<file path="config.mk">
export PLATFORM = sky130hd
export DESIGN_NAME = rba_lane
export DESIGN_NICKNAME = d
export VERILOG_FILES = /design/src/hdl/rba_pkg.sv /design/src/hdl/rba_lane.sv
export SDC_FILE = /design/constraint.sdc
export NUM_CORES = 2
export LEC_CHECK = 0
export BUFFER_PORTS_ARGS = -buffer_cell sky130_fd_sc_hd__buf_2
export CORE_MARGIN = 2
export CORE_UTILIZATION = 30
export CTS_CLUSTER_SIZE = 10
export DETAILED_ROUTE_END_ITERATION = 8
export MAX_ROUTING_LAYER = met4
export PLACE_DENSITY = 0.52
export SYNTH_ARGS = -nofsm -noshare
export SYNTH_HDL_FRONTEND = slang
export SYNTH_SLANG_ARGS = --single-unit
</file>
<file path="constraint.sdc">
create_clock -name clk -period 9.74 [get_ports clk]
set_clock_uncertainty 0.05 [all_clocks]
set_input_delay 1.948 -clock clk [delete_from_list [all_inputs] [get_ports clk]]
set_output_delay 1.948 -clock clk [all_outputs]
set_load 0.005 [all_outputs]
</file>
<file path="src/hdl/rba_pkg.sv">
// ============================================================================
// rba_pkg
// Shared widths, constants, register codes and types of the rotated bounds
// accumulator.
// ============================================================================
package rba_pkg;

  localparam int COORD_WIDTH = 24;
  localparam int COEFF_FRAC  = 14;

  localparam int AXES     = 3;
  localparam int COEF_W   = 16;
  localparam int ROW_W    = AXES * COEF_W;
  localparam int DIFF_W   = COORD_WIDTH + 1;
  localparam int PROD_W   = COEF_W + DIFF_W;
  localparam int SUM_W    = PROD_W + 2;
  localparam int VOL_W    = 64;
  localparam int VOL_FRAC = 16;
  localparam int VPROD_W  = AXES * COORD_WIDTH;
  localparam int VWIDE_W  = (VPROD_W > VOL_W + VOL_FRAC) ? VPROD_W : VOL_W + VOL_FRAC + 1;

  localparam int CFG_IDX_W  = 3;
  localparam int CFG_DATA_W = ROW_W;

  typedef logic signed [COORD_WIDTH-1:0] coord_t;
  typedef logic signed [DIFF_W-1:0]      diff_t;
  typedef logic signed [COEF_W-1:0]      coef_t;
  typedef logic signed [PROD_W-1:0]      prod_t;
  typedef logic signed [SUM_W-1:0]       sum_t;
  typedef logic        [ROW_W-1:0]       row_t;
  typedef logic        [COORD_WIDTH-1:0] ext_t;
  typedef logic        [VOL_W-1:0]       vol_t;

  typedef enum logic [CFG_IDX_W-1:0] {
    REG_ROT_ROW_X = 3'd0,
    REG_ROT_ROW_Y = 3'd1,
    REG_ROT_ROW_Z = 3'd2,
    REG_OFFSET_X  = 3'd3,
    REG_OFFSET_Y  = 3'd4,
    REG_OFFSET_Z  = 3'd5
  } cfg_reg_t;

  typedef struct packed {
    logic valid;
    logic last;
  } tag_t;

  typedef struct packed {
    coord_t min_bx;
    coord_t min_by;
    coord_t min_bz;
    coord_t max_bx;
    coord_t max_by;
    coord_t max_bz;
    vol_t   box_volume;
    logic   clipped;
  } bounds_t;

  localparam coord_t COORD_MAX = {1'b0, {(COORD_WIDTH-1){1'b1}}};
  localparam coord_t COORD_MIN = {1'b1, {(COORD_WIDTH-1){1'b0}}};

  localparam sum_t SUM_COORD_MAX = SUM_W'(COORD_MAX);
  localparam sum_t SUM_COORD_MIN = SUM_W'(COORD_MIN);
  localparam sum_t SUM_HALF      = sum_t'(1) <<< (COEFF_FRAC - 1);

  localparam row_t ROW_X_RESET = row_t'(1) << COEFF_FRAC;
  localparam row_t ROW_Y_RESET = row_t'(1) << (COEFF_FRAC + COEF_W);
  localparam row_t ROW_Z_RESET = row_t'(1) << (COEFF_FRAC + 2 * COEF_W);

endpackage

</file>
<file path="src/hdl/rba_lane.sv">
// ============================================================================
// rba_lane
// One body axis: row dot product, round, saturate, and running min/max with
// re-arm on the last point of a cloud.
// ============================================================================
module rba_lane (
  input  logic            clk,
  input  logic            rst,
  input  logic            en,
  input  rba_pkg::tag_t   tag3,
  input  rba_pkg::row_t   row,
  input  rba_pkg::diff_t  d [rba_pkg::AXES],
  output logic            sat,
  output rba_pkg::coord_t res_min,
  output rba_pkg::coord_t res_max
);

  rba_pkg::coef_t  coef [rba_pkg::AXES];
  rba_pkg::prod_t  prod [rba_pkg::AXES];
  rba_pkg::sum_t   sum_h;
  rba_pkg::sum_t   rnd;
  rba_pkg::coord_t b_next;
  logic            sat_next;
  rba_pkg::coord_t b3;
  rba_pkg::coord_t run_min;
  rba_pkg::coord_t run_max;
  rba_pkg::coord_t min_next;
  rba_pkg::coord_t max_next;

  always_comb begin
    for (int c = 0; c < rba_pkg::AXES; c++) begin
      coef[c] = row[c*rba_pkg::COEF_W +: rba_pkg::COEF_W];
    end
  end

  always_ff @(posedge clk) begin
    if (en) begin
      for (int c = 0; c < rba_pkg::AXES; c++) begin
        prod[c] <= rba_pkg::PROD_W'(coef[c]) * rba_pkg::PROD_W'(d[c]);
      end
    end
  end

  always_comb begin
    sum_h = rba_pkg::SUM_W'(prod[0]) + rba_pkg::SUM_W'(prod[1])
          + rba_pkg::SUM_W'(prod[2]) + rba_pkg::SUM_HALF;
    rnd   = sum_h >>> rba_pkg::COEFF_FRAC;
    if (rnd > rba_pkg::SUM_COORD_MAX) begin
      b_next   = rba_pkg::COORD_MAX;
      sat_next = 1'b1;
    end else if (rnd < rba_pkg::SUM_COORD_MIN) begin
      b_next   = rba_pkg::COORD_MIN;
      sat_next = 1'b1;
    end else begin
      b_next   = rnd[rba_pkg::COORD_WIDTH-1:0];
      sat_next = 1'b0;
    end
  end

  always_ff @(posedge clk) begin
    if (en) begin
      b3  <= b_next;
      sat <= sat_next;
    end
  end

  always_comb begin
    min_next = (b3 < run_min) ? b3 : run_min;
    max_next = (b3 > run_max) ? b3 : run_max;
  end

  always_ff @(posedge clk) begin
    if (rst) begin
      run_min <= rba_pkg::COORD_MAX;
      run_max <= rba_pkg::COORD_MIN;
    end else if (en && tag3.valid) begin
      if (tag3.last) begin
        run_min <= rba_pkg::COORD_MAX;
        run_max <= rba_pkg::COORD_MIN;
      end else begin
        run_min <= min_next;
        run_max <= max_next;
      end
    end
  end

  always_ff @(posedge clk) begin
    if (en && tag3.valid && tag3.last) begin
      res_min <= min_next;
      res_max <= max_next;
    end
  end

`ifndef NO_ASSERTIONS
  a_rearm: assert property (@(posedge clk) disable iff (rst)
    (en && tag3.valid && tag3.last) |=>
      (run_min == rba_pkg::COORD_MAX && run_max == rba_pkg::COORD_MIN))
    else $error("lane bounds not re-armed after last point");
`endif

endmodule

</file>
# After elaboration in Yosys (flattened, before gate mapping)
# Memory sizes are Yosys's and may differ from the RTL's.
# Cells that the tools add are included.
totals:
  ff_bits: 121
  latchBits: 0
  ram_bits: 123
  rom_bits: 0
  output_inout_bits: 49
  elab_cells: 27
  mem_count: 1
memory_table:
  columns: ["memory", "depth", "word_bits", "rd", "rd_clocked_by_memory_dff", "wr", "line", "source"]
  rows:
  - ["prod", 3, 41, 3, 0, 3, "rba_lane.sv:19", "rba_pkg::prod_t prod [rba_pkg::AXES];"]
op_classes:
  n_addsub: 3
  mul: 3
  div_mod_pow: 0
  magnitude_cmp: 4
  eq_ne: 0
  shifts: 0
  muxes: 8
  n_bitwise: 0
  reduce_logical: 2
op_table:
  columns: ["operator", "count"]
  rows:
  - ["$mul 16x25->41", 3]
  - ["$mux 24", 5]
  - ["$add 42x41->43", 1]
  - ["$add 43x15->43 const B", 1]
  - ["$add 41x41->42", 1]
  - ["$gt 29x24->1 const B", 1]
  - ["$lt 29x24->1 const B", 1]
  - ["$gt 24x24->1", 1]
  - ["$lt 24x24->1", 1]
  - ["$mux 1", 3]
  - ["$logic_and 1x1->1", 2]

# Longest topological paths before layout
logic_depth:
  ltp_word: 5
  depth_mapped: 26
  depth_no_buf: 24

# Worst setup path after synthesis
# No wires, ideal clock.
synth_path:
  kind: "input-to-reg"
  start: "in row[39]"
  end: "mem prod[0][122] (netlist bit) (data pin)"
  setup_ns: 0.260
  arrival_time_ns: 7.870
  t_required_ns: 9.430
  setup_slack_ns: 1.560
  stages: 24
  path_buffers: 2
  cell_sequence: "clkbuf_1 -> clkbuf_1 -> nand2_1 -> fa_1 -> inv_1 -> fa_1 -> inv_1 -> fa_1 -> inv_1 -> fa_1 -> fa_1 -> inv_1 -> fa_1 -> inv_1 -> ha_1 -> a21oi_1 -> o21ai_0 -> o41ai_1 -> a31oi_1 -> a31o_2 -> a2111oi_0 -> o21bai_1 -> a21o_1 -> xnor2_1"
synth_rtl:
  columns: ["element", "line", "source"]
  rows:
  - ["start, declared", "rba_lane.sv:11", "input rba_pkg::row_t row,"]
  - ["end, declared", "rba_lane.sv:19", null]

==> flow_summary.json <==
{
  "cts_sinks": 244,
  "post-route-min-period_ns": 8.37,
  "critPathMaxFanout": 25,
  "cts_resized": 0,
  "slew_viol_final": 0,
  "die_area_um2": 187000,
  "synth.most_common_cell": "inv_1",
  "ys_ff_latch": 244,
  "yosys_warnings": 0,
  "drtPass1Iterations": 7,
  "startpoint_type": "primary input",
  "postSynthAreaPerCell_um2": 9.52,
  "start_util_pct": 30.1,
  "hold_class": "flip-flop to flip-flop",
  "dp_hpwl_mm": 117,
  "synthArstFlopShare_pct": 0,
  "clk_path_buf_depth": 3,
  "grt_overflow_total": 0,
  "portBuffers": 176,
  "layout-drive-gt1-share_pct": 4.75,
  "synth_top_area_share_pct": 43.7,
  "core_area_um2": 183000,
  "die_y_um": 433,
  "vias_per_cell": 4.58,
  "fin_crit_sh_pct": 85.9,
  "fillers": 19095,
  "relSlewSlack_pct": 22.9,
  "nets": 7572,
  "area_growth_pct": 7.56,
  "cts_buffers": 29,
  "max_freq_mhz": 120,
  "critPathCaptureType": "flip-flop",
  "finalSetupViolCount": 0,
  "synth.area.top_cells": "fa_1 (44%), edfxtp_1 (11%), inv_1 (9.7%)",
  "track_usage_pct": 16.1,
  "worstPathRequired_ns": 10.00,
  "critPathKind": "primary input to flip-flop",
  "syn_inst": 5792,
  "netlist.top_cell.by_area": "fa_1",
  "gp_congestion": 0.851,
  "drt-initial-drc-count": 1836,
  "htree_levels": 1,
  "root_buffer": "clkbuf_16",
  "finalSetupTns_ns": 0,
  "synth-main-ff-cell": "edfxtp_1",
  "synth_area_um2": 55100,
  "synth_edf_count": 196,
  "path_clk_slew_ns": 0.06,
  "vias": 37995,
  "holdBufCountCts": 0,
  "antenna_found_initial": 12,
  "drt_wl_total_mm": 142,
  "layout_setup_ws_ns": 1.37,
  "pin_count": 177,
  "yosysUniqueCellTypes": 73,
  "grt_pass1_vias": 41650,
  "worstPathArrival_ns": 8.63,
  "clkLatencyLatePin_ns": 0.56,
  "postCtsSetupBuffers": 0,
  "grt_pass1_wl_mm": 232,
  "avgRoutedWirePerCell_um": 17.1,
  "max_cap_viol_count": 0,
  "rows": 157,
  "grt_start_max_net_pins": 83,
  "drc": 0,
  "ys_top_cells_by_count": "inv_1 (1428), fa_1 (1204), nand2_1 (778)",
  "tritoncts": "built",
  "die_w_um": 433,
  "dp_slack_ns": 0.817,
  "synth_seq_area_share_pct": 12.4,
  "final_hold_viol_count": 0,
  "rsz0062_at_grt": "no",
  "outcome": "finished clean",
  "synth.net_count": 7551,
  "tightest_slew_ns": 1.16,
  "ant_nets": 0
}
[metrics by stage]
stage | instance area (um2) | utilization [%] | hold slack [ns] | instances
after CTS | 59300 | 32.4 | 0.432 | 8293
after global routing | 59300 | 32.4 | 0.446 | 8296
after floorplan | 55100 | - | 0.399 | 5792
final | 59300 | 32.4 | 0.427 | 8296
after detailed placement | 58500 | 32.0 | 0.414 | 8246
after global placement | 58500 | 32.0 | 0.411 | 8246
[area by class of cell]
type	instances	area [um2]	share of cell area, %
multi-input cells	3916	42200	71.1
flip-flops and latches	244	6850	11.5
inverters	1429	5360	9.04
well taps	2464	3080	5.20
repair buffers	193	1010	1.71
clock buffers	43	798	1.35
clock inverters	4	17.5	0.0295
diodes	3	7.51	0.0127
[layout by cell type (no fill, tap or decap), types with 17 or more instances in the layout]
master | netlist | final
a211oi_1 | 17 | 17
a21o_1 | 71 | 71
a21oi_1 | 132 | 130
a22o_1 | 24 | 24
and2_1 | 488 | 488
buf_2 | 3 | 175
buf_4 | 0 | 17
clkbuf_16 | 0 | 29
dfxtp_1 | 48 | 48
edfxtp_1 | 196 | 196
fa_1 | 1204 | 1204
ha_1 | 427 | 427
inv_1 | 1428 | 1428
mux2_2 | 24 | 24
mux2i_1 | 23 | 23
nand2_1 | 778 | 778
nand2b_1 | 35 | 35
nand3_1 | 34 | 34
nand4_1 | 25 | 25
nor2_1 | 144 | 143
nor3_1 | 22 | 22
o21a_1 | 20 | 20
o21ai_0 | 103 | 103
o21ai_1 | 21 | 20
xnor2_1 | 118 | 118
xor2_1 | 35 | 35
[final timing paths]
kind | start | endpoint | slack, ns | cells after the start
setup / recovery | row[1] | prod[0][39] | 1.37 | 25
hold reg to reg | run_max[15] | run_max[15] | 0.43 | 1
setup reg to reg | prod[0][94] | b3[18] | 4.49 | 14
hold / removal | run_max[15] | run_max[15] | 0.43 | 1
[registers in the layout, indices dropped and copies added (netlist names)]
| name | flops |
|---|---|
| res_max | 24 |
| sat | 1 |
| res_min | 24 |
| run_max | 24 |
| run_min | 24 |
| prod | 123 |
| b3 | 24 |
[per-layer routing]
metal	part of all wire, %	track usage, %
met1	44	21.2
met2	50	27.3
met3	3.9	1.44
met4	1.9	2.83
met5	0	-
[critical path: stages]
cell and delay, ns:
buf_2 0.49, nand2_1 0.20, fa_1 0.58, inv_1 0.06, fa_1 0.53, inv_1 0.06
fa_1 0.50, inv_1 0.06, fa_1 0.45, fa_1 0.53, inv_1 0.05, fa_1 0.49
inv_1 0.05, ha_1 0.39, nand4_1 0.13, a2111o_1 0.30, a31oi_1 0.15, a211oi_1 0.07
buf_4 0.17, o311ai_0 0.56, nand3_1 0.24, o211a_1 0.28, o21bai_1 0.12, a21oi_1 0.09
xnor2_1 0.12
[cells by family after synthesis]
group | count (synthesis) | synth area share, %
multiplexers | 47 | 0.908
AND/OR/NAND/NOR | 1578 | 13.6
XOR/XNOR | 154 | 2.46
flip-flops | 244 | 12.4
AO/OA/AOI/OAI | 506 | 6.04
buffers and inverters | 1632 | 11.1
adder cells (fa/ha/maj) | 1631 | 53.4
Power is not shown: default switching activity piles up to over one toggle a cycle in this logic, so the estimate is an artifact.
