===== config.mk =====
export PLATFORM = sky130hd
export DESIGN_NAME = rba_merge
export DESIGN_NICKNAME = d
export VERILOG_FILES = /design/src/hdl/rba_pkg.sv /design/src/hdl/rba_merge.sv
export SDC_FILE = /design/constraint.sdc
export NUM_CORES = 2
export LEC_CHECK = 0
export BUFFER_PORTS_ARGS = -buffer_cell sky130_fd_sc_hd__buf_2
export CAP_MARGIN = 20
export CORE_ASPECT_RATIO = 0.5
export CORE_MARGIN = 2
export CORE_UTILIZATION = 60
export CTS_CLUSTER_DIAMETER = 120
export DETAILED_ROUTE_END_ITERATION = 6
export GPL_ROUTABILITY_DRIVEN = 0
export PLACE_DENSITY = 0.88
export SLEW_MARGIN = 5
export SYNTH_ARGS = -nofsm -noshare
export SYNTH_HDL_FRONTEND = slang
export SYNTH_SLANG_ARGS = --single-unit

===== constraint.sdc =====
create_clock -name clk -period 12.31 [get_ports clk]
set_clock_uncertainty 0.2 [all_clocks]
set_input_delay 3.0775 -clock clk [delete_from_list [all_inputs] [get_ports clk]]
set_output_delay 3.0775 -clock clk [all_outputs]
set_load 0.02 [all_outputs]

===== src/hdl/rba_pkg.sv =====
// ============================================================================
// rba_pkg
// Shared widths, constants, register codes and types of the rotated bounds
// accumulator.
// ============================================================================
package rba_pkg;

  localparam int COORD_WIDTH = 24;
  localparam int COEFF_FRAC  = 14;

  localparam int AXES     = 3;
  localparam int COEF_W   = 16;
  localparam int ROW_W    = AXES * COEF_W;
  localparam int DIFF_W   = COORD_WIDTH + 1;
  localparam int PROD_W   = COEF_W + DIFF_W;
  localparam int SUM_W    = PROD_W + 2;
  localparam int VOL_W    = 64;
  localparam int VOL_FRAC = 16;
  localparam int VPROD_W  = AXES * COORD_WIDTH;
  localparam int VWIDE_W  = (VPROD_W > VOL_W + VOL_FRAC) ? VPROD_W : VOL_W + VOL_FRAC + 1;

  localparam int CFG_IDX_W  = 3;
  localparam int CFG_DATA_W = ROW_W;

  typedef logic signed [COORD_WIDTH-1:0] coord_t;
  typedef logic signed [DIFF_W-1:0]      diff_t;
  typedef logic signed [COEF_W-1:0]      coef_t;
  typedef logic signed [PROD_W-1:0]      prod_t;
  typedef logic signed [SUM_W-1:0]       sum_t;
  typedef logic        [ROW_W-1:0]       row_t;
  typedef logic        [COORD_WIDTH-1:0] ext_t;
  typedef logic        [VOL_W-1:0]       vol_t;

  typedef enum logic [CFG_IDX_W-1:0] {
    REG_ROT_ROW_X = 3'd0,
    REG_ROT_ROW_Y = 3'd1,
    REG_ROT_ROW_Z = 3'd2,
    REG_OFFSET_X  = 3'd3,
    REG_OFFSET_Y  = 3'd4,
    REG_OFFSET_Z  = 3'd5
  } cfg_reg_t;

  typedef struct packed {
    logic valid;
    logic last;
  } tag_t;

  typedef struct packed {
    coord_t min_bx;
    coord_t min_by;
    coord_t min_bz;
    coord_t max_bx;
    coord_t max_by;
    coord_t max_bz;
    vol_t   box_volume;
    logic   clipped;
  } bounds_t;

  localparam coord_t COORD_MAX = {1'b0, {(COORD_WIDTH-1){1'b1}}};
  localparam coord_t COORD_MIN = {1'b1, {(COORD_WIDTH-1){1'b0}}};

  localparam sum_t SUM_COORD_MAX = SUM_W'(COORD_MAX);
  localparam sum_t SUM_COORD_MIN = SUM_W'(COORD_MIN);
  localparam sum_t SUM_HALF      = sum_t'(1) <<< (COEFF_FRAC - 1);

  localparam row_t ROW_X_RESET = row_t'(1) << COEFF_FRAC;
  localparam row_t ROW_Y_RESET = row_t'(1) << (COEFF_FRAC + COEF_W);
  localparam row_t ROW_Z_RESET = row_t'(1) << (COEFF_FRAC + 2 * COEF_W);

endpackage


===== src/hdl/rba_merge.sv =====
// ============================================================================
// rba_merge
// Combine the lane bounds: extents, split triple product, volume truncation
// and saturation.
// ============================================================================
module rba_merge (
  input  logic             clk,
  input  logic             rst,
  input  logic             en,
  input  logic             in_valid,
  input  rba_pkg::coord_t  mn [rba_pkg::AXES],
  input  rba_pkg::coord_t  mx [rba_pkg::AXES],
  input  logic             clip,
  output logic             res_valid,
  output rba_pkg::bounds_t res
);

  localparam int CW = rba_pkg::COORD_WIDTH;

  logic                            v1;
  logic                            v2;
  rba_pkg::ext_t                   ext [rba_pkg::AXES];
  rba_pkg::ext_t                   ext2_d;
  logic [2*CW-1:0]                 p01;
  logic [2*CW-1:0]                 plo;
  logic [2*CW-1:0]                 phi;
  rba_pkg::coord_t                 mn1 [rba_pkg::AXES];
  rba_pkg::coord_t                 mx1 [rba_pkg::AXES];
  rba_pkg::coord_t                 mn2 [rba_pkg::AXES];
  rba_pkg::coord_t                 mx2 [rba_pkg::AXES];
  rba_pkg::coord_t                 mn3 [rba_pkg::AXES];
  rba_pkg::coord_t                 mx3 [rba_pkg::AXES];
  logic                            clip1;
  logic                            clip2;
  logic                            clip3;
  logic [rba_pkg::VPROD_W-1:0]     prod_full;
  logic [rba_pkg::VWIDE_W-1:0]     wide;
  logic                            vclip;

  always_ff @(posedge clk) begin
    if (rst) begin
      v1        <= 1'b0;
      v2        <= 1'b0;
      res_valid <= 1'b0;
    end else if (en) begin
      v1        <= in_valid;
      v2        <= v1;
      res_valid <= v2;
    end
  end

  always_ff @(posedge clk) begin
    if (en) begin
      for (int i = 0; i < rba_pkg::AXES; i++) begin
        ext[i] <= rba_pkg::ext_t'(mx[i] - mn[i]);
        mn1[i] <= mn[i];
        mx1[i] <= mx[i];
        mn2[i] <= mn1[i];
        mx2[i] <= mx1[i];
        mn3[i] <= mn2[i];
        mx3[i] <= mx2[i];
      end
      clip1  <= clip;
      clip2  <= clip1;
      clip3  <= clip2;
      p01    <= ext[0] * ext[1];
      ext2_d <= ext[2];
      plo    <= p01[CW-1:0] * ext2_d;
      phi    <= p01[2*CW-1:CW] * ext2_d;
    end
  end

  always_comb begin
    prod_full = {phi, {CW{1'b0}}} + rba_pkg::VPROD_W'(plo);
    wide      = rba_pkg::VWIDE_W'(prod_full);
    vclip     = |wide[rba_pkg::VWIDE_W-1:rba_pkg::VOL_W+rba_pkg::VOL_FRAC];
    res.min_bx     = mn3[0];
    res.min_by     = mn3[1];
    res.min_bz     = mn3[2];
    res.max_bx     = mx3[0];
    res.max_by     = mx3[1];
    res.max_bz     = mx3[2];
    res.box_volume = vclip ? '1
                           : wide[rba_pkg::VOL_W+rba_pkg::VOL_FRAC-1:rba_pkg::VOL_FRAC];
    res.clipped    = clip3 | vclip;
  end

endmodule


Word-level counts from Yosys, hierarchy flattened
Memories as Yosys holds them, arrays and structs flattened. A register that Yosys moved wholly into a read port is not among the register bits.
Cells that the tools add are included.

operators by class
  $add $sub $neg = 4
  $mul = 3
  multiplexer cells = 2

operators with widths
  cell                                            count
  24-bit by 24-bit multiplier with 48-bit output  3
  72-bit by 48-bit adder with 72-bit output       1
  24-bit subtractor                               3
  1-bit 2-to-1 mux                                2

word-level totals
  register bits after elaboration = 150
  memories = 7
  bits in writable memories = 504
  output and inout bits = 210

memory list
  name         depth  bits a word  read ports  clocked after memory_dff  wr ports  line             source
  ext          3      24           3           1                         3         rba_merge.sv:22  rba_pkg::ext_t ext [rba_pkg::AXES];
  mn1          3      24           3           0                         3         rba_merge.sv:27  rba_pkg::coord_t mn1 [rba_pkg::AXES];
  mn2          3      24           3           0                         3         rba_merge.sv:29  rba_pkg::coord_t mn2 [rba_pkg::AXES];
  mn3          3      24           3           0                         3         rba_merge.sv:31  rba_pkg::coord_t mn3 [rba_pkg::AXES];
  mx1          3      24           3           0                         3         rba_merge.sv:28  rba_pkg::coord_t mx1 [rba_pkg::AXES];
  mx2          3      24           3           0                         3         rba_merge.sv:30  rba_pkg::coord_t mx2 [rba_pkg::AXES];
  +1 memories  n/a    n/a          n/a         n/a                       n/a       n/a

Depth between registers and ports, before layout
  depth in word-level cells = 2
  gate-level depth with buffers = 30

Least setup slack after synthesis
OpenSTA, ideal clock, no wires.

  path kind = register to register
  from = reg ext2_d[9], read port of ext
  to = reg phi[47], data pin
  setup slack = 5.005 ns
  arrival = 6.845 ns
  required time = 11.850 ns
  buffers on the path = 3
  period minus slack after synthesis = 7.305 ns
  stages on the path, launching flop included = 29
  path through = edfxtp_1 -> clkbuf_1 -> clkbuf_1 -> nand2_1 -> fa_1 -> fa_1 -> inv_1 -> fa_1 -> inv_1 -> fa_1 -> inv_1 -> fa_1 -> fa_1 -> inv_1 -> fa_1 -> inv_1 -> ha_1 -> clkbuf_1 -> a211oi_2 -> o211ai_1 -> a221o_1 -> a21oi_1 -> a21oi_2 -> o21ai_2 -> o21a_2 -> o21ai_2 -> or3b_1 -> a31oi_1 -> xnor2_1

between the ends
  cells in the longest elaborated chain, start to end = 1

ends and longest elaborated chain
  item                                            line             source
  from (decl)                                     rba_merge.sv:23  rba_pkg::ext_t ext2_d;
  24-bit by 24-bit multiplier with 48-bit output  rba_merge.sv:69  phi <= p01[2*CW-1:CW] * ext2_d;
  to (signal assigned)                            rba_merge.sv:69
  to (decl)                                       rba_merge.sv:26  logic [2*CW-1:0] phi;

No other way between the ends.
A chain may end at the register's enable or synchronous reset.

Worst setup path in the final report
  from = reg ext2_d[7], read port of ext
  to = reg plo[47], data pin

between the ends
  cells in the longest elaborated chain, start to end = 1

ends and longest elaborated chain
  item                                            line             source
  24-bit by 24-bit multiplier with 48-bit output  rba_merge.sv:68  plo <= p01[CW-1:0] * ext2_d;
  to (signal assigned)                            rba_merge.sv:68
  to (decl)                                       rba_merge.sv:25  logic [2*CW-1:0] plo;

No other way between the ends.

==> impl_metrics.ini <==
[status]
status = finished with violations
violations = design-rule violations

[yosys]
synthTopCellsByArea = fa_1 36%, edfxtp_1 25%, ha_1 9.5%
syn_inst = 7732
synth_top_cell_by_area = fa_1
yosysMostFrequentCell = inv_1
ys_warn_count = 0
syn_avg_cell_area_um2 = 10.4
synth_edf_count = 659
ys.flop_type = edfxtp_1
synthArstFlopShare_pct = 0
synth_top_area_share_pct = 36.0
syn_area_mm2 = 0.0807
yosys.cell_types.count = 77
yosys-top-cells-count = 1772 x inv_1, 1449 x fa_1, 931 x nand2_1
synth_seq_cells = 662
synth-seq-area-share_pct = 24.6

[setup_path]
endpoint = plo[47]$_DFFE_PP_
endpoint_kind = register
crit_top_cell = fa_1
r2r-end = plo[47]$_DFFE_PP_
worst-r2r-cell-count = 25
crit_buf_inv = 5
crit_fanout = 34
required_ns = 12.53
critical-path-top-delay-family = adder cells
worstSetupPathType = register to register
regToRegSetupSlack_ns = 3.84
cp.depth = 25
max_stage_delay_ns = 0.69
cp.arrival_ns = 8.70
startpoint = ext2_d[7]$_DFFE_PP_
critPathSlowestCell = edfxtp_1
worstSetupStartpointType = register
timing.rr.start = ext2_d[7]$_DFFE_PP_

[layout]
final_layout_size_suffix_gt1_share_pct = 7.00
nFillCells = 9650
regArea_mm2 = 0.0198
syn_to_final_growth_pct = 6.66
nNetsFinal = 10100
fin_area_mm2 = 0.0860
multi_input_area_mm2 = 0.0528

[die]
die_w_um = 523
io_pins = 359
fp.coreArea_mm2 = 0.134
die_area_mm2 = 0.138
start_util_pct = 60.3
die_h_um = 263
row_count = 95

[cts]
ctsHoldBuffers = 0
clockRootBuffer = clkbuf_16
cts_setup_buffers = 0
h-tree-depth = 2
cts_resized = 0
clock_path_buffers = 3
clk_pin_slew_ns = 0.09
clock-sinks = 662
worstSkewPairLatency_ns = 0.71
cts_made_buffers = 60
cts_tree = built

[grt]
grt_pass1_wl_um = 314000
grt_pass1_vias = 60400
grt.total_usage_pct = 29.0
grt-ovfl-total = 0
grt_antenna_before_repair = 11
grt_max_degree = 180

[route]
wl_per_cell_um = 19.9
first_pass_iters = 7
vias = 55200
via_per_inst = 5.67
drc = 2
finalWirelength_um = 194000
initialDrtViolationCount = 5037
ant_nets = 0

[sta]
finalSetupTns_ns = 0
timing.slew.headroom_pct = 19.7
tightest_slew_ns = 1.21
hold_viol = 0
fin_hold_ws_ns = 0.196
setup_viol = 0
fin_ws_ns = 3.84
final.min_clock_period_ns = 8.47
grt_setup_unrepaired = false
finalCritPeriodShare_pct = 68.8
slew_violations = 0
max_freq_mhz = 118

[min_path]
worstHoldPathType = register to register
worstHoldStart = mx2[0][18]$_DFFE_PP_

[placed_design]
port_buffers = 350
dpl_cell_area_mm2 = 0.0840
post-place-ws_ns = 3.91
hpwlAfterDp_um = 144000

[job]
drv_cap = 0
layer usage:
metal  share of wire (%)  wire length, um  global-route usage, %  vias to the layer above
li1                    -                -                      -                    23700
met2                  48            92200                   47.4                     3099
met5               0.024               46                      0                        -
met4                 5.1             9810                   12.9                        8
met1                  36            70300                   36.6                    27700
met3                  11            21400                   7.19                      725
cell type report:
cell class	count	share of cell area, %
Sequential cell	662	23.1
Inverter	1772	7.73
Tap cell	1794	2.61
Antenna cell	6	0.0175
Timing Repair Buffer	431	2.82
Clock inverter	45	0.535
Clock buffer	67	1.80
Multi-Input combinational cell	4963	61.4
worst min-delay path by stage:
stage	endpoint	cells past startpoint
floorplan	clip2$_DFFE_PP_	0
CTS	mx3[0][32]$_DFFE_PP_	0
detailed placement	ext2_d[17]$_DFFE_PP_	0
global placement	mn2[0][26]$_DFFE_PP_	0
global route	mx2[0][10]$_DFFE_PP_	0
finish	mx3[0][18]$_DFFE_PP_	0
logic make-up (layout without fill, tap and decap cells):
logic type | count (synthesis) | in the layout | share of synthesized area (%)
flip-flops | 662 | 662 | 24.6
AND/OR/NAND/NOR | 2116 | 2116 | 13.1
multiplexers | 3 | 3 | 0.0372
other | 1 | 14 | 0.00465
adder cells (fa/ha/maj) | 2060 | 2060 | 45.4
XOR/XNOR | 224 | 224 | 2.43
buffers and inverters | 2114 | 2315 | 9.92
AO/OA/AOI/OAI | 552 | 552 | 4.43
state kept, by name, summed over array words and instances (netlist names), 24 cells and up:
register / cells
mn2: 72
p01: 48
phi: 48
mx1: 72
mn3: 72
ext: 72
mx3: 72
mx2: 72
ext2_d: 24
plo: 32
mn1: 72
metrics by stage:
step / cells / utilization [%]
floorplan: 7739 / -
finish: 9740 / 64.3
global placement: 9620 / 62.7
global route: 9738 / 64.3
CTS: 9732 / 64.2
detailed placement: 9620 / 62.7
worst register-to-register path, stage by stage, from the launching register on:
cell	delay [ns]
edfxtp_1	0.69
buf_4	0.51
and2_1	0.24
fa_1	0.45
fa_1	0.52
inv_1	0.06
fa_1	0.47
fa_1	0.52
inv_1	0.05
fa_1	0.49
fa_1	0.51
inv_1	0.05
fa_1	0.48
inv_1	0.04
ha_1	0.32
a2111oi_0	0.40
o21ai_0	0.15
o21ai_0	0.10
o21ai_0	0.12
o21ai_0	0.56
a21oi_1	0.22
nor2_1	0.25
o31ai_1	0.15
a21oi_1	0.33
o21ai_0	0.18
xnor2_1	0.16
placed cells by master, fill, tap and decap left out, drive strengths merged, types with 13 or more instances in the layout:
cell type / n
inv: 1781
fa: 1449
nand2: 931
and2: 887
edfxtp: 659
ha: 611
buf: 431
a21oi: 176
xnor2: 143
a21o: 110
nor2: 109
o21ai: 108
xor2: 81
clkbuf: 67
nand3: 40
nor3: 28
clkinv: 28
nor2b: 27
o21bai: 27
and3: 23
o21a: 20
nand2b: 19
nand4: 17
a21boi: 13
Power is left out: the tool's default activity adds up to more than one toggle a clock period on the data nets, which glitch-free logic cannot reach.
